`src/itp_pkg.sv`:
```
`timescale 1ns / 1ps
`default_nettype none
// ----------------------------------------------------------------------------
// Infix-to-postfix converter package
// Character codes, command classes, operator ranks and the command beat that
// travels from the classifying front end to the stack back end.
// ----------------------------------------------------------------------------
package itp_pkg;

   // Default operator stack depth.
   localparam int DEF_STACK_DEPTH = 32;

   // Command queue between front and back end.
   localparam int QUEUE_DEPTH = 4;
   localparam int QAW         = $clog2(QUEUE_DEPTH);
   localparam int QCW         = $clog2(QUEUE_DEPTH + 1);

   // Width of an operator rank (priority plus one, so it stays unsigned).
   localparam int RANK_W = 3;

   // Characters with a meaning of their own.
   localparam logic [7:0] CHAR_CARET  = 8'h5E;
   localparam logic [7:0] CHAR_STAR   = 8'h2A;
   localparam logic [7:0] CHAR_SLASH  = 8'h2F;
   localparam logic [7:0] CHAR_PLUS   = 8'h2B;
   localparam logic [7:0] CHAR_MINUS  = 8'h2D;
   localparam logic [7:0] CHAR_LPAREN = 8'h28;
   localparam logic [7:0] CHAR_RPAREN = 8'h29;
   localparam logic [7:0] CHAR_NUL    = 8'h00;

   // Ranks: caret highest, open parenthesis above unknown characters.
   localparam logic [RANK_W-1:0] RANK_POW     = 3'd4;
   localparam logic [RANK_W-1:0] RANK_MUL     = 3'd3;
   localparam logic [RANK_W-1:0] RANK_ADD     = 3'd2;
   localparam logic [RANK_W-1:0] RANK_PAREN   = 3'd1;
   localparam logic [RANK_W-1:0] RANK_UNKNOWN = 3'd0;

   // Command classes decided by the front end.
   typedef enum logic [2:0] {
      CMD_PASS,
      CMD_OPEN,
      CMD_CLOSE,
      CMD_OPER,
      CMD_FLUSH
   } cmd_kind_type;

   // One classified character.
   typedef struct packed {
      cmd_kind_type      kind;
      logic [7:0]        ch;
      logic [RANK_W-1:0] rank;
   } cmd_type;

   // Head of the command queue as the back end sees it.
   typedef struct packed {
      logic    valid;
      cmd_type cmd;
   } q_head_type;

   // Rank of a character for the pop comparison.
   function automatic logic [RANK_W-1:0] rank_of(input logic [7:0] c);
      logic [RANK_W-1:0] r;
      case (c)
         CHAR_CARET:             r = RANK_POW;
         CHAR_STAR, CHAR_SLASH:  r = RANK_MUL;
         CHAR_PLUS, CHAR_MINUS:  r = RANK_ADD;
         CHAR_LPAREN:            r = RANK_PAREN;
         default:                r = RANK_UNKNOWN;
      endcase
      return r;
   endfunction

endpackage
`default_nettype wire

```
`src/itp_front.sv`:
```
`timescale 1ns / 1ps
`default_nettype none
// ----------------------------------------------------------------------------
// Infix-to-postfix front end
// Accepts input beats, classifies each character and queues the command for
// the back end.
// ----------------------------------------------------------------------------
module itp_front
   import itp_pkg::*;
(
   input  wire logic       clock,
   input  wire logic       reset,
   input  wire logic       req_valid,
   output logic            req_stall,
   input  wire logic [7:0] req_in_char,
   output q_head_type      q_head,
   input  wire logic       q_pop
);

   cmd_type        q_ff [QUEUE_DEPTH];
   logic [QAW-1:0] wr_ptr_ff, wr_ptr_in;
   logic [QAW-1:0] rd_ptr_ff, rd_ptr_in;
   logic [QCW-1:0] q_count_ff, q_count_in;
   cmd_type        cmd_new;
   logic           accept;
   logic           is_alnum;

   // Classify the incoming character.
   always_comb begin
      is_alnum = ((req_in_char >= 8'h30) && (req_in_char <= 8'h39)) ||
                 ((req_in_char >= 8'h61) && (req_in_char <= 8'h7A)) ||
                 ((req_in_char >= 8'h41) && (req_in_char <= 8'h5A));
      cmd_new.ch   = req_in_char;
      cmd_new.rank = rank_of(req_in_char);
      if (req_in_char == CHAR_NUL) begin
         cmd_new.kind = CMD_FLUSH;
      end else if (is_alnum) begin
         cmd_new.kind = CMD_PASS;
      end else if (req_in_char == CHAR_LPAREN) begin
         cmd_new.kind = CMD_OPEN;
      end else if (req_in_char == CHAR_RPAREN) begin
         cmd_new.kind = CMD_CLOSE;
      end else begin
         cmd_new.kind = CMD_OPER;
      end
   end

   // Queue pointers and fill count.
   always_comb begin
      req_stall  = (q_count_ff == QCW'(QUEUE_DEPTH));
      accept     = req_valid && !req_stall;
      wr_ptr_in  = wr_ptr_ff;
      rd_ptr_in  = rd_ptr_ff;
      q_count_in = q_count_ff;
      if (accept) begin
         wr_ptr_in = (wr_ptr_ff == QAW'(QUEUE_DEPTH - 1)) ? '0 : wr_ptr_ff + QAW'(1);
      end
      if (q_pop) begin
         rd_ptr_in = (rd_ptr_ff == QAW'(QUEUE_DEPTH - 1)) ? '0 : rd_ptr_ff + QAW'(1);
      end
      if (accept && !q_pop) begin
         q_count_in = q_count_ff + QCW'(1);
      end else if (!accept && q_pop) begin
         q_count_in = q_count_ff - QCW'(1);
      end
   end

   always_ff @(posedge clock) begin
      if (reset) begin
         wr_ptr_ff  <= '0;
         rd_ptr_ff  <= '0;
         q_count_ff <= '0;
      end else begin
         wr_ptr_ff  <= wr_ptr_in;
         rd_ptr_ff  <= rd_ptr_in;
         q_count_ff <= q_count_in;
      end
   end

   // Queue storage needs no reset.
   always_ff @(posedge clock) begin
      if (accept) begin
         q_ff[wr_ptr_ff] <= cmd_new;
      end
   end

   // The head entry is offered to the back end.
   always_comb begin
      q_head.valid = (q_count_ff != '0);
      q_head.cmd   = q_ff[rd_ptr_ff];
   end

endmodule
`default_nettype wire

```
`src/itp_back.sv`:
```
`timescale 1ns / 1ps
`default_nettype none
// ----------------------------------------------------------------------------
// Infix-to-postfix back end
// Runs queued commands on the operator stack and drives the registered result
// channel, one push, pop or emit per cycle while no emit waits on rsp_stall.
// ----------------------------------------------------------------------------
module itp_back
   import itp_pkg::*;
#(
   parameter int STACK_DEPTH = DEF_STACK_DEPTH
) (
   input  wire logic        clock,
   input  wire logic        reset,
   input  wire q_head_type  q_head,
   output logic             q_pop,
   output logic             rsp_valid,
   input  wire logic        rsp_stall,
   output logic [7:0]       rsp_out_char,
   output logic             rsp_run_last,
   output logic             rsp_overflow
);

   localparam int AW = (STACK_DEPTH > 1) ? $clog2(STACK_DEPTH) : 1;
   localparam int CW = $clog2(STACK_DEPTH + 1);

   logic [7:0]    stack_mem [STACK_DEPTH];
   logic [7:0]    top_ff;
   logic [7:0]    second_ff;
   logic [CW-1:0] count_ff, count_in;
   logic          overflow_ff, overflow_in;
   logic          rsp_valid_ff;
   logic [7:0]    rsp_char_ff;
   logic          rsp_last_ff;
   logic          rsp_ovf_ff;

   cmd_type       cmd;
   logic          out_free;
   logic          has_top;
   logic          has_two;
   logic          do_emit;
   logic [7:0]    emit_char;
   logic          emit_last;
   logic          do_pop;
   logic          do_push;
   logic          do_clear;
   logic [AW-1:0] wr_addr;
   logic [AW-1:0] rd1_addr;
   logic [AW-1:0] rd2_addr;

   // Decide this cycle's single action for the command at the queue head.
   always_comb begin
      cmd       = q_head.cmd;
      out_free  = !rsp_valid_ff || !rsp_stall;
      has_top   = (count_ff != '0);
      has_two   = (count_ff >= CW'(2));
      q_pop     = 1'b0;
      do_emit   = 1'b0;
      emit_char = cmd.ch;
      emit_last = 1'b0;
      do_pop    = 1'b0;
      do_push   = 1'b0;
      do_clear  = 1'b0;
      overflow_in = overflow_ff;
      if (q_head.valid) begin
         case (cmd.kind)
            CMD_PASS: begin
               if (out_free) begin
                  do_emit   = 1'b1;
                  emit_last = 1'b1;
                  q_pop     = 1'b1;
               end
            end
            CMD_OPEN: begin
               if (count_ff == CW'(STACK_DEPTH)) begin
                  overflow_in = 1'b1;
               end else begin
                  do_push = 1'b1;
               end
               q_pop = 1'b1;
            end
            CMD_CLOSE: begin
               if (has_top && (top_ff != CHAR_LPAREN)) begin
                  if (out_free) begin
                     do_emit   = 1'b1;
                     emit_char = top_ff;
                     emit_last = !has_two || (second_ff == CHAR_LPAREN);
                     do_pop    = 1'b1;
                  end
               end else begin
                  // Discard the matching open parenthesis if there is one.
                  do_pop = has_top;
                  q_pop  = 1'b1;
               end
            end
            CMD_OPER: begin
               if (has_top && (rank_of(top_ff) >= cmd.rank)) begin
                  if (out_free) begin
                     do_emit   = 1'b1;
                     emit_char = top_ff;
                     emit_last = !has_two || (rank_of(second_ff) < cmd.rank);
                     do_pop    = 1'b1;
                  end
               end else begin
                  if (count_ff == CW'(STACK_DEPTH)) begin
                     overflow_in = 1'b1;
                  end else begin
                     do_push = 1'b1;
                  end
                  q_pop = 1'b1;
               end
            end
            CMD_FLUSH: begin
               if (out_free) begin
                  do_emit = 1'b1;
                  if (has_top) begin
                     emit_char = top_ff;
                     do_pop    = 1'b1;
                  end else begin
                     emit_char = CHAR_NUL;
                     emit_last = 1'b1;
                     do_clear  = 1'b1;
                     overflow_in = 1'b0;
                     q_pop     = 1'b1;
                  end
               end
            end
            default: begin
               q_pop = 1'b1;
            end
         endcase
      end

      // Stack fill count and the addresses of the next top two entries.
      if (do_clear) begin
         count_in = '0;
      end else if (do_push) begin
         count_in = count_ff + CW'(1);
      end else if (do_pop) begin
         count_in = count_ff - CW'(1);
      end else begin
         count_in = count_ff;
      end
      wr_addr  = AW'(count_ff);
      rd1_addr = AW'(count_in - CW'(1));
      rd2_addr = AW'(count_in - CW'(2));
   end

   always_ff @(posedge clock) begin
      if (reset) begin
         count_ff    <= '0;
         overflow_ff <= 1'b0;
      end else begin
         count_ff    <= count_in;
         overflow_ff <= overflow_in;
      end
   end

   // Stack memory: one write port, two registered read ports that follow
   // the top two entries. A push bypasses into the top register.
   always_ff @(posedge clock) begin
      if (do_push) begin
         stack_mem[wr_addr] <= cmd.ch;
      end
      if (do_push && (wr_addr == rd1_addr)) begin
         top_ff <= cmd.ch;
      end else begin
         top_ff <= stack_mem[rd1_addr];
      end
      second_ff <= stack_mem[rd2_addr];
   end

   // Output register: holds its beat while the receiver stalls.
   always_ff @(posedge clock) begin
      if (reset) begin
         rsp_valid_ff <= 1'b0;
      end else if (do_emit) begin
         rsp_valid_ff <= 1'b1;
      end else if (!rsp_stall) begin
         rsp_valid_ff <= 1'b0;
      end
   end

   always_ff @(posedge clock) begin
      if (do_emit) begin
         rsp_char_ff <= emit_char;
         rsp_last_ff <= emit_last;
         rsp_ovf_ff  <= overflow_ff;
      end
   end

   assign rsp_valid    = rsp_valid_ff;
   assign rsp_out_char = rsp_char_ff;
   assign rsp_run_last = rsp_last_ff;
   assign rsp_overflow = rsp_ovf_ff;

   // The stack never holds more than its depth.
   a_count_bound: assert property (@(posedge clock) disable iff (reset)
      count_ff <= CW'(STACK_DEPTH))
      else $error("operator stack count above depth");

   // A pop only happens on a non-empty stack.
   a_pop_nonempty: assert property (@(posedge clock) disable iff (reset)
      do_pop |-> has_top)
      else $error("pop from empty operator stack");

   // A new result never overwrites a beat that the receiver has not taken.
   a_no_overwrite: assert property (@(posedge clock) disable iff (reset)
      do_emit |-> (!rsp_valid_ff || !rsp_stall))
      else $error("result beat overwritten while stalled");

   // After the terminator the stack and the overflow flag are clear.
   a_flush_clears: assert property (@(posedge clock) disable iff (reset)
      do_clear |=> (count_ff == '0) && !overflow_ff)
      else $error("state not cleared after terminator");

endmodule
`default_nettype wire

```
`src/infix_to_postfix_converter_top.sv`:
```
`timescale 1ns / 1ps
`default_nettype none
// ----------------------------------------------------------------------------
// Infix-to-postfix converter
// Shunting-yard conversion of an expression, one character per input beat.
//
// Usage: each req_ beat carries one expression character; each rsp_ beat
// carries one postfix character, with rsp_run_last marking the last result
// caused by an input character and rsp_overflow showing that a push onto the
// full operator stack was dropped since the expression started. A zero
// character flushes the stack and ends with a zero terminator beat.
// A pass-through character is written into the command queue, then emitted
// into the result register. The back end does one push, pop or emit per cycle
// unless an emit waits on rsp_stall: an operator emits and pops each entry
// ranking at least as high, then is pushed; a close parenthesis emits and pops
// each entry down to its open parenthesis and discards it; a zero emits the
// stack and then a terminator. A four-entry command queue sits between the
// front end and the back end; req_stall rises only when that queue is full.
// Reset clears the queue, the stack count, the overflow flag and the result
// register; no clearing pass runs. While rsp_stall holds a beat, the back end
// stops at the next command with a beat to emit; input is taken until the
// queue fills.
// ----------------------------------------------------------------------------
module infix_to_postfix_converter_top
   import itp_pkg::*;
#(
   parameter int STACK_DEPTH = DEF_STACK_DEPTH
) (
   input  wire logic       clock,
   input  wire logic       reset,
   input  wire logic       req_valid,
   output logic            req_stall,
   input  wire logic [7:0] req_in_char,
   output logic            rsp_valid,
   input  wire logic       rsp_stall,
   output logic [7:0]      rsp_out_char,
   output logic            rsp_run_last,
   output logic            rsp_overflow
);

   q_head_type q_head;
   logic       q_pop;

   // Front end: accept and classify characters.
   itp_front u_front (
      .clock       (clock),
      .reset       (reset),
      .req_valid   (req_valid),
      .req_stall   (req_stall),
      .req_in_char (req_in_char),
      .q_head      (q_head),
      .q_pop       (q_pop)
   );

   // Back end: operator stack and result register.
   itp_back #(
      .STACK_DEPTH (STACK_DEPTH)
   ) u_back (
      .clock        (clock),
      .reset        (reset),
      .q_head       (q_head),
      .q_pop        (q_pop),
      .rsp_valid    (rsp_valid),
      .rsp_stall    (rsp_stall),
      .rsp_out_char (rsp_out_char),
      .rsp_run_last (rsp_run_last),
      .rsp_overflow (rsp_overflow)
   );

endmodule
`default_nettype wire

```
`config.mk`:
```
export PLATFORM = sky130hd
export DESIGN_NAME = infix_to_postfix_converter_top
export DESIGN_NICKNAME = d
export VERILOG_FILES = /design/src/itp_pkg.sv /design/src/itp_front.sv /design/src/itp_back.sv /design/src/infix_to_postfix_converter_top.sv
export SDC_FILE = /design/constraint.sdc
export NUM_CORES = 1
export LEC_CHECK = 0
export BUFFER_PORTS_ARGS = -buffer_cell sky130_fd_sc_hd__buf_2
export CAP_MARGIN = 0
export CORE_ASPECT_RATIO = 1.2
export CORE_MARGIN = 5
export CORE_UTILIZATION = 47
export CTS_CLUSTER_SIZE = 20
export DETAILED_ROUTE_END_ITERATION = 6
export PLACE_DENSITY = 0.69
export SLEW_MARGIN = 40
export SYNTH_ARGS = -nofsm -noshare
export SYNTH_HDL_FRONTEND = slang
export SYNTH_SLANG_ARGS = --single-unit
```
`constraint.sdc`:
```
create_clock -name clock -period 9.03 [get_ports clock]
set_input_delay 0.4515 -clock clock [delete_from_list [all_inputs] [get_ports clock]]
set_output_delay 0.4515 -clock clock [all_outputs]
set_load 0.01 [all_outputs]
```
==> impl_metrics.py, run 1 <==
metrics = {
    "critical_path": {
        "critPathSlowestCell": "a2111oi_1",
        "path_buf_inv": 4,
        "path_cells": "buf_12, mux4_2, mux4_2, mux2_2, nor2b_1, and4bb_4, nand2_1, a211o_1, ha_1, nand2b_1, a21o_1, a21oi_1, o32a_1, or2_1, or4_1, a31oi_2, buf_4, inv_2, ha_4, buf_4, mux4_2, a2111oi_1, nor4_1",
        "crit_family": "compound AO/OA/AOI/OAI gates",
        "r2r_slack_ns": 0.99,
        "cpPeakStageDelay_ns": 0.76,
        "crit_type": "reg2reg",
        "end_kind": "flip-flop",
        "cp_common_cell": "mux4_2",
        "r2r-end": "u_back.second_ff[4]$_DFF_P_",
        "crit_fanout": 31,
        "critPathLaunchType": "flip-flop",
        "critPathArrivalTime_ns": 8.43,
        "worstPathRequired_ns": 9.42,
        "ff2ff_path_depth": 23,
    },
    "sta": {
        "finalHoldViolCount": 0,
        "maxSlewHeadroom_pct": 42.4,
        "finalSetupTns_ns": 0,
        "tightest_slew_ns": 0.859,
        "skew_ns": 0.0253,
        "setup_viol_count_final": 0,
        "rsz0062_at_grt": "false",
        "clock.fmax_mhz": 124,
        "fin_crit_sh_pct": 89.1,
        "period_minus_slack_ns": 8.04,
        "slew_viol_final": 0,
    },
    "synth": {
        "yosysWarnings": 0,
        "synth_edf_count": 322,
        "ys.flop_type": "edfxtp_1",
        "synth-seq-area-share_pct": 59.5,
        "synth_area_per_cell_um2": 14.2,
        "synthCells": 1214,
        "synth_nets": 1245,
        "ys_types": 67,
        "synth_seq_cells": 352,
        "synthArstFlopShare_pct": 0,
        "synthesis.area_um2": 17200,
    },
    "grt": {
        "grt_pass1_wl_um": 68000,
        "grt_pass1_vias": 10900,
        "grt_use_total_pct": 22.3,
        "grt_max_degree": 97,
        "grt_overflow_total": 0,
        "grt_antenna_before_repair": 0,
    },
    "power": {
        "ir_drop_v": 0.000176,
        "power.share.switching_pct": 37.5,
        "powerDensity_nw_per_um2": 332,
        "total_leakage_power_nw": 6.28,
        "clkPwrFrac_pct": 23.8,
        "seqPwrFrac_pct": 36.0,
        "intPower_mw": 3.99,
        "p_sw_mw": 2.39,
        "p_comb_share_pct": 40.2,
    },
    "layout": {
        "diodes": 0,
        "fin_nets": 1250,
        "final_area_um2": 19200,
        "syn2layout_area_growth_pct": 11.4,
        "final_layout_size_suffix_gt1_share_pct": 21.8,
    },
    "clock_network": {
        "cts_buffers": 37,
        "cts_tree": "built",
        "clock-sinks": 352,
        "postCtsSetupBuffers": 0,
        "clock_path_buffers": 3,
        "holdBufCountCts": 0,
        "clk_pin_slew_ns": 0.06,
        "cts-root-buf": "clkbuf_16",
        "cts_resized": 0,
        "htreeDepth": 2,
        "clock_latency_ns": 0.55,
    },
    "floorplanning": {
        "core_um2": 36100,
        "die_y_um": 220,
        "dieArea_um2": 40600,
        "start_util_pct": 47.7,
        "fp.dieW_um": 185,
        "rows": 76,
        "boundaryPins": 24,
    },
    "route": {
        "drc": 0,
        "drt-total-wl_um": 45500,
        "vias": 11300,
        "route.detailed.wl_per_inst_um": 26.6,
        "avgViaCountPerCell": 6.57,
        "dr.pass1.iters": 6,
        "route.antenna.remaining_nets": 0,
        "initialDrtViolationCount": 1535,
    },
    "place": {
        "gp_congestion": 0.934,
        "place_hpwl_um": 30300,
        "portBuffers": 23,
        "place_area_um2": 17900,
    },
    "hold_path": {
        "hold_class": "in2reg",
        "holdCritStartpoint": "req_in_char[3]",
        "hold_path_end": "u_front.q_ff[3][6]$_DFFE_PP_",
        "whs_path_depth": 1,
    },
    "status": {
        "status": "completed",
    },
    "flow_run": {
        "max_cap_violations": 0,
    },
}
cell usage after synthesis, drive strengths merged, types with 8 or more instances:
cell     count  area share, %
edfxtp     322             56
mux4        99             13
nand2       81            1.8
nor2        65            1.4
clkbuf      60            1.3
o21ai       51            1.5
nor2b       47            1.7
mux2i       44            2.6
nand2b      42            1.5
a31oi       36            1.3
o211ai      35            1.5
a211o       33            1.7
dfxtp       30            3.5
buf         26            1.0
a211oi      24            1.1
a21oi       23           0.67
nor3        20           0.58
ha          18            1.3
inv         17           0.37
a2111oi     16           0.81
nand3       14           0.41
nor4        13           0.47
a22oi       12           0.52
nand4        8           0.29
per-stage QoR:
stage	hold slack, ns	setup WS (ns)	utilization [%]	instances	total power, mW
after CTS	0.155	1.07	53.0	1712	6.35
after global placement	0.441	0.624	49.3	1646	4.78
after floorplan	0.409	1.83	-	1214	4.03
after detailed placement	0.430	1.06	49.7	1647	4.84
after global routing	0.168	0.659	53.2	1713	6.66
final	0.171	0.988	53.2	1713	6.38
logic make-up after synthesis:
kind of cell | synth area share [%]
flops | 59.5
simple gates | 9.68
compound gates | 10.4
mux | 15.7
buf+inv | 2.70
fa+ha+maj | 1.42
xor+xnor | 0.508
routing by layer:
layer  track usage [%]  share of wire (%)  vias up
met1              29.9                 38     5650
met2              36.0                 48      615
met4              10.5                5.4        0
met3              3.40                8.2      116
li1                  -                  -     4873
met5                 0                  0        -
registers in the layout, indices dropped and copies added, names as in the netlist, named ones only:
signal and count:
u_back.stack_mem 256, u_front.q_ff 56, u_back.rsp_valid 1, u_back.overflow_ff 1, u_front.rd_ptr_ff 2, u_back.count_ff 6
u_front.q_count_ff 3, u_front.wr_ptr_ff 2, u_back.second_ff 8, u_back.rsp_run_last 1, u_back.rsp_overflow 1, u_back.rsp_out_char 8
cell type report:
type / count / area, um^2
fill: 2894 / 16900
sequential: 352 / 10300
multi-input combinational: 759 / 6720
clock buffer: 39 / 933
tap: 468 / 586
timing repair buffer: 52 / 353
clock inverter: 26 / 280
inverter: 17 / 63.8
power by group through the flow:
stage	Combinational, mW	Clock [mW]	Sequential (mW)
2_1_floorplan	1.84	0	2.19
3_3_place_gp	2.44	0	2.35
3_5_place_dp	2.51	0	2.33
4_1_cts	2.52	1.54	2.29
5_1_grt	2.73	1.61	2.32
6_report	2.57	1.52	2.30
worst reg2reg max path: stages (launching register included):
cell and delay, ns:
dfxtp_4 0.67, buf_12 0.29, mux4_2 0.56, mux4_2 0.52
mux2_2 0.34, nor2b_1 0.16, and4bb_4 0.30, nand2_1 0.09
a211o_1 0.28, ha_1 0.26, nand2b_1 0.09, a21o_1 0.10
a21oi_1 0.16, o32a_1 0.36, or2_1 0.33, or4_1 0.53
a31oi_2 0.18, buf_4 0.29, inv_2 0.12, ha_4 0.61
buf_4 0.39, mux4_2 0.40, a2111oi_1 0.76, nor4_1 0.10
layout by cell type, fill, tap and decap left out, types with 12 or more instances in the layout:
cell type  count
edfxtp_1     322
mux4_2        99
nand2_1       81
o21ai_0       50
nor2b_1       47
mux2i_1       44
nand2b_1      42
nor2_1        39
clkbuf_16     37
a31oi_1       35
o211ai_1      35
a211o_1       33
dfxtp_1       27
nor2_2        26
buf_4         26
a21oi_1       23
a211oi_1      23
buf_2         23
ha_1          17
inv_1         16
nor3_1        15
nand3_1       14
nor4_1        13
a2111oi_0     13
a22oi_1       12
how the worst max path moves through the flow:
| stage | to | from | slack (ns) | cells past startpoint |
|---|---|---|---|---|
| floorplan | u_back.second_ff[0]$_DFF_P_ | flip-flop | 1.83 | 28 |
| global placement | u_back.second_ff[5]$_DFF_P_ | flip-flop | 0.62 | 22 |
| detailed placement | u_back.second_ff[4]$_DFF_P_ | flip-flop | 1.06 | 23 |
| CTS | u_back.second_ff[4]$_DFF_P_ | flip-flop | 1.07 | 23 |
| global route | u_back.second_ff[5]$_DFF_P_ | flip-flop | 0.66 | 25 |
| finish | u_back.second_ff[4]$_DFF_P_ | flip-flop | 0.99 | 23 |
Power figures use the tool's default switching activity.
==> run 2: changes to the inputs <==
Settings changed: ABC_AREA from default to 1, CELL_PAD_IN_SITES_DETAIL_PLACEMENT from default to 1, CELL_PAD_IN_SITES_GLOBAL_PLACEMENT from default to 2, CORE_UTILIZATION 47 to 40, PLACE_DENSITY 0.69 to 0.87, SYNTH_HIERARCHICAL from default to 1.
==> run 2 against run 1 <==
- core utilization down 8.5 points
- non-clock buffer count up 5
- sequential power down 2%
- total power up 38%
- clock power about the same
- hold slack better by 0.0035 ns
- critical path depth up 15
- register-to-register slack better by 1.1 ns
==> impl_metrics.py, run 2 <==
metrics = {
    "grt": {
        "grt_util_met1_pct": 29.2,
        "use_met2_pct": 43.2,
        "grt-busiest-layer": "met2",
        "gr-usage-met3_pct": 3.36,
        "grt_pass1_wl_um": 96600,
        "grt_overflow_total": 0,
        "grt_max_degree": 84,
        "grt_pass1_vias": 16200,
        "grt_use_total_pct": 24.4,
        "grt_antenna_before_repair": 2,
    },
    "synth": {
        "yosysMostFrequentCell": "nand2_1",
        "ys_top_cells_by_count": "nand2_1 (583), nand3_1 (503), edfxtp_1 (322), inv_1 (250), nor2_1 (112)",
        "synth_edf_count": 322,
        "yosysTopAreaCell": "edfxtp_1",
        "yosysWarnings": 6,
        "synth-seq-area-share_pct": 55.0,
        "synthTopCellsByArea": "edfxtp_1 (52%), nand3_1 (13%), nand2_1 (12%)",
        "synth_seq_cells": 352,
        "ys.flop_type": "edfxtp_1",
        "synth_area_per_cell_um2": 8.61,
        "yosys.area.top_type_share_pct": 51.7,
        "synthesis.area_um2": 18700,
        "synth_nets": 2202,
        "synthArstFlopShare_pct": 0,
        "ys_types": 36,
        "synthCells": 2171,
    },
    "critical_path": {
        "cp_common_cell": "nand2_1",
        "end_kind": "flip-flop",
        "crit_fanout": 72,
        "r2r_slack_ns": 2.10,
        "crit_family": "simple AND/OR/NAND/NOR gates",
        "cpPeakStageDelay_ns": 0.58,
        "path_buf_inv": 8,
        "critPathArrivalTime_ns": 7.37,
        "crit_type": "reg2reg",
        "worstPathRequired_ns": 9.47,
        "critPathSlowestCell": "buf_4",
        "ff2ff_path_depth": 38,
        "r2r-end": "u_back/second_ff[7]$_DFF_P_",
        "critPathLaunchType": "flip-flop",
    },
    "sta": {
        "finalHoldViolCount": 0,
        "slew_viol_final": 0,
        "skew_ns": 0.0199,
        "tightest_slew_ns": 0.875,
        "finalSetupTns_ns": 0,
        "setup_viol_count_final": 0,
        "rsz0062_at_grt": "false",
        "clock.fmax_mhz": 144,
        "period_minus_slack_ns": 6.93,
        "maxSlewHeadroom_pct": 41.7,
        "fin_crit_sh_pct": 76.8,
    },
    "floorplanning": {
        "die_y_um": 247,
        "fp.dieW_um": 207,
        "start_util_pct": 40.6,
        "core_um2": 46100,
        "boundaryPins": 24,
        "rows": 86,
        "dieArea_um2": 51200,
    },
    "power": {
        "ir_drop_v": 0.000417,
        "p_total_mw": 8.79,
        "total_leakage_power_nw": 8.51,
        "powerDensity_nw_per_um2": 428,
    },
    "layout": {
        "fin_nets": 2170,
        "layout_commonest_cell": "nand2_1",
        "layout.cells.non_filler": 2784,
        "reg.largest.list": "u_back/stack_mem: 256 flops, u_front/q_ff: 56 flops",
        "diodes": 0,
        "layout_common_cells": "nand2_1 (582), nand3_1 (503), edfxtp_1 (322), inv_1 (248), nor2_1 (85)",
        "final_layout_size_suffix_gt1_share_pct": 8.21,
        "syn2layout_area_growth_pct": 9.98,
        "largest_register_ffs": 256,
        "regMostFlops": "u_back/stack_mem",
        "utilization_pct": 44.6,
    },
    "hold_path": {
        "whs_path_depth": 1,
        "hold_path_end": "u_front/q_ff[0][9]$_DFFE_PP_",
        "holdCritStartpoint": "req_in_char[6]",
        "hold_class": "in2reg",
    },
    "status": {
        "status": "completed",
    },
    "clock_network": {
        "htreeDepth": 2,
        "cts_buffers": 37,
        "clock-sinks": 352,
        "clk_pin_slew_ns": 0.07,
        "cts_resized": 0,
        "holdBufCountCts": 0,
        "cts-root-buf": "clkbuf_16",
        "postCtsSetupBuffers": 0,
        "cts_tree": "built",
        "clock_latency_ns": 0.55,
        "clock_path_buffers": 3,
    },
    "route": {
        "avgViaCountPerCell": 5.63,
        "route.detailed.wl_per_inst_um": 23.1,
        "dr.pass1.iters": 5,
        "initialDrtViolationCount": 1272,
        "route.antenna.remaining_nets": 0,
        "drc": 0,
        "drt-total-wl_um": 64300,
        "vias": 15700,
    },
    "place": {
        "gp_congestion": 0.860,
        "portBuffers": 23,
        "dpl.cell_count": 2716,
        "place_hpwl_um": 41100,
    },
    "flow_run": {
        "max_cap_violations": 0,
    },
}
run 2: logic make-up after synthesis:
logic type                 after synthesis  share of synthesized area (%)
AOI/OAI and AO/OA                       96                           2.88
xor gates and xnor gates                 7                          0.368
adders and majority gates               19                           1.31
DFF                                    352                           55.0
and+or+nand+nor                       1312                           31.8
buffers and inverters                  385                           8.70
run 2: per-stage QoR:
| step | hold slack [ns] | cell area, um^2 | setup WS (ns) |
|---|---|---|---|
| after floorplan | 0.408 | 18700 | 4.60 |
| after global placement | 0.434 | 19300 | 2.19 |
| after detailed placement | 0.430 | 19300 | 2.08 |
| after CTS | 0.154 | 20500 | 2.06 |
| after global routing | 0.170 | 20600 | 1.66 |
| final | 0.175 | 20600 | 2.10 |
run 2: routing by layer:
metal  wire [um]  vias up  share of wire [%]
met5          27        -              0.042
met2       32200      488                 50
met3        3350      158                5.2
li1            -     7213                  -
met1       25400     7823                 40
met4        3350        4                5.2
run 2: how the worst max path moves through the flow:
stage / depth (start not counted) / end / slack (ns) / start
3_5_place_dp: 38 / u_back/second_ff[7]$_DFF_P_ / 2.08 / flip-flop
6_report: 38 / u_back/second_ff[7]$_DFF_P_ / 2.10 / flip-flop
5_1_grt: 38 / u_back/second_ff[7]$_DFF_P_ / 1.66 / flip-flop
4_1_cts: 38 / u_back/second_ff[7]$_DFF_P_ / 2.06 / flip-flop
3_3_place_gp: 38 / u_back/second_ff[7]$_DFF_P_ / 2.19 / flip-flop
2_1_floorplan: 39 / u_back/second_ff[2]$_DFF_P_ / 4.60 / flip-flop
run 2: cell type report:
cell class / count / area (um^2)
Clock buffer: 47 / 995
Inverter: 257 / 972
Clock inverter: 21 / 213
Fill cell: 5476 / 25500
Multi-Input combinational cell: 1434 / 6930
Sequential cell: 352 / 10300
Timing Repair Buffer: 57 / 399
Tap cell: 616 / 771
run 2: worst register-to-register path, delay by kind of cell (launching register included):
family / cells / cell delay (ns)
AO/OA/AOI/OAI: 3 / 0.47
adder cells (fa/ha/maj): 1 / 0.27
buffers and inverters: 8 / 2.71
flip-flops: 1 / 0.53
AND/OR/NAND/NOR: 26 / 2.87
run 2: report_power, final:
part	switching, mW	internal (mW)	total [mW]
clock	0.668	0.855	1.52
combinational	3.76	1.26	5.02
sequential	0.120	2.13	2.25
==> run 3: changes to the inputs <==
Clock period 9.03 ns to 6.75 ns, I/O delays scaled along.
==> run 3 against run 2 <==
- clock skew is 0.0084 ns higher
- final area up 1.3%
- final cell count rose by 1.1%
- wire length up 4.7%
- critical path depth fell by 5
- count of clock-buffer cells in the layout is 3 lower
- sequential share of layout area is 0.64 points lower
- die area did not move
- flip-flop and latch count unchanged
- core utilization grew 0.58 points
- critical path type unchanged
- largest cell class unchanged
- highest routed layer unchanged
==> impl_metrics.py, run 3 (same netlist as run 2, synthesis figures left out) <==
metrics = {
    "layout": {
        "largest_register_ffs": 256,
        "multi_input_area_um2": 6870,
        "final_layout_size_suffix_gt1_share_pct": 8.00,
        "seq_area_um2": 10300,
        "syn2layout_area_growth_pct": 11.4,
        "layout_commonest_cell": "nand2_1",
        "diodes": 0,
        "regMostFlops": "u_back/stack_mem",
        "reg.largest.list": "u_back/stack_mem: 256 flops, u_front/q_ff: 56 flops",
        "fin_nets": 2204,
        "final.fill_count": 5487,
        "layout_common_cells": "nand2_1 (582), nand3_1 (503), edfxtp_1 (322), inv_1 (249), nor2_1 (108)",
    },
    "route": {
        "dr.pass1.iters": 5,
        "avgViaCountPerCell": 5.67,
        "initialDrtViolationCount": 1198,
        "vias": 16000,
        "route.detailed.wl_per_inst_um": 23.9,
        "drc": 0,
        "route.antenna.remaining_nets": 0,
        "drt-total-wl_um": 67400,
    },
    "critical_path": {
        "crit_type": "reg2reg",
        "critPathLaunchType": "flip-flop",
        "critPathSlowestCell": "inv_2",
        "r2r_slack_ns": 0.91,
        "cp_common_cell": "nand2_1",
        "r2r-end": "u_back/second_ff[4]$_DFF_P_",
        "ff2ff_path_depth": 33,
        "end_kind": "flip-flop",
        "path_buf_inv": 6,
        "crit_family": "simple AND/OR/NAND/NOR gates",
        "critPathArrivalTime_ns": 6.25,
        "cpPeakStageDelay_ns": 0.42,
        "crit_fanout": 37,
        "worstPathRequired_ns": 7.17,
    },
    "grt": {
        "grt_antenna_before_repair": 1,
        "grt_use_total_pct": 25.7,
        "gr-usage-met3_pct": 2.42,
        "use_met2_pct": 47.0,
        "grt-busiest-layer": "met2",
        "grt_max_degree": 90,
        "grt_pass1_wl_um": 102000,
        "grt_util_met1_pct": 30.8,
        "grt_pass1_vias": 17000,
        "grt_overflow_total": 0,
    },
    "sta": {
        "rsz0062_at_grt": "false",
        "slew_viol_final": 0,
        "skew_ns": 0.0283,
        "finalHoldViolCount": 0,
        "finalSetupTns_ns": 0,
        "tightest_slew_ns": 0.864,
        "fin_crit_sh_pct": 86.4,
        "clock.fmax_mhz": 171,
        "maxSlewHeadroom_pct": 42.2,
        "setup_viol_count_final": 0,
        "period_minus_slack_ns": 5.84,
    },
    "clock_network": {
        "htreeDepth": 2,
        "cts_buffers": 38,
        "clock_latency_ns": 0.55,
        "cts_resized": 0,
        "clock_path_buffers": 3,
        "clk_pin_slew_ns": 0.06,
        "holdBufCountCts": 0,
        "clock-sinks": 352,
        "postCtsSetupBuffers": 0,
        "cts_tree": "built",
        "cts-root-buf": "clkbuf_16",
    },
    "status": {
        "status": "completed",
    },
    "floorplanning": {
        "rows": 86,
        "core_um2": 46100,
        "die_y_um": 247,
        "boundaryPins": 24,
        "start_util_pct": 40.6,
        "dieArea_um2": 51200,
        "fp.dieW_um": 207,
    },
    "hold_path": {
        "whs_path_depth": 1,
        "holdCritStartpoint": "req_in_char[6]",
        "hold_path_end": "u_front/q_ff[3][9]$_DFFE_PP_",
        "hold_class": "in2reg",
    },
    "place": {
        "gp_congestion": 0.902,
        "portBuffers": 23,
        "place_hpwl_um": 42700,
    },
    "flow_run": {
        "max_cap_violations": 0,
    },
}
[run 3: cell types whose count changed in the layout (fill, tap and decap cells not counted), moves of 4 or more]
| cell | delta |
|---|---|
| buf_4 | +24 |
| clkinvlp_4 | -4 |
| inv_6 | -4 |
| nor2_2 | -23 |
| clkinv_1 | +13 |
| buf_12 | +10 |
| nor2_1 | +23 |
[run 3: layout make-up]
| type | count | area share (%) |
|---|---|---|
| flip-flops and latches | 352 | 49.3 |
| clock buffers | 44 | 4.78 |
| well taps | 616 | 3.70 |
| repair buffers | 90 | 3.69 |
| clock inverters | 23 | 0.859 |
| inverters | 257 | 4.65 |
| multi-input cells | 1434 | 33.0 |
[run 3: worst max-delay path by stage]
stage	cells after the start	slack, ns	endpoint	startpoint
global placement	34	1.16	u_back/second_ff[4]$_DFF_P_	flip-flop
detailed placement	33	1.02	u_back/second_ff[4]$_DFF_P_	flip-flop
finish	33	0.91	u_back/second_ff[4]$_DFF_P_	flip-flop
floorplan	39	2.32	u_back/second_ff[2]$_DFF_P_	flip-flop
CTS	33	1.00	u_back/second_ff[4]$_DFF_P_	flip-flop
global route	33	0.56	u_back/second_ff[4]$_DFF_P_	flip-flop
[run 3: through the flow]
step | instances | util [%] | hold WS (ns) | setup slack [ns] | area [um^2]
final | 2816 | 45.2 | 0.0814 | 0.915 | 20800
after detailed placement | 2748 | 42.6 | 0.421 | 1.02 | 19600
after floorplan | 2171 | - | 0.407 | 2.32 | 18700
after CTS | 2815 | 45.2 | 0.0599 | 1.00 | 20800
after global routing | 2816 | 45.2 | 0.0701 | 0.557 | 20800
after global placement | 2747 | 42.6 | 0.429 | 1.16 | 19600
[run 3: layer usage]
layer / up-vias / wire [um]
li1: 7273 / -
met1: 8084 / 26900
met2: 457 / 34300
met3: 151 / 2750
met4: 2 / 3450
met5: - / 14
Power of run 3 is not shown: default switching activity piles up to over one toggle a cycle in this logic, so the estimate is an artifact.
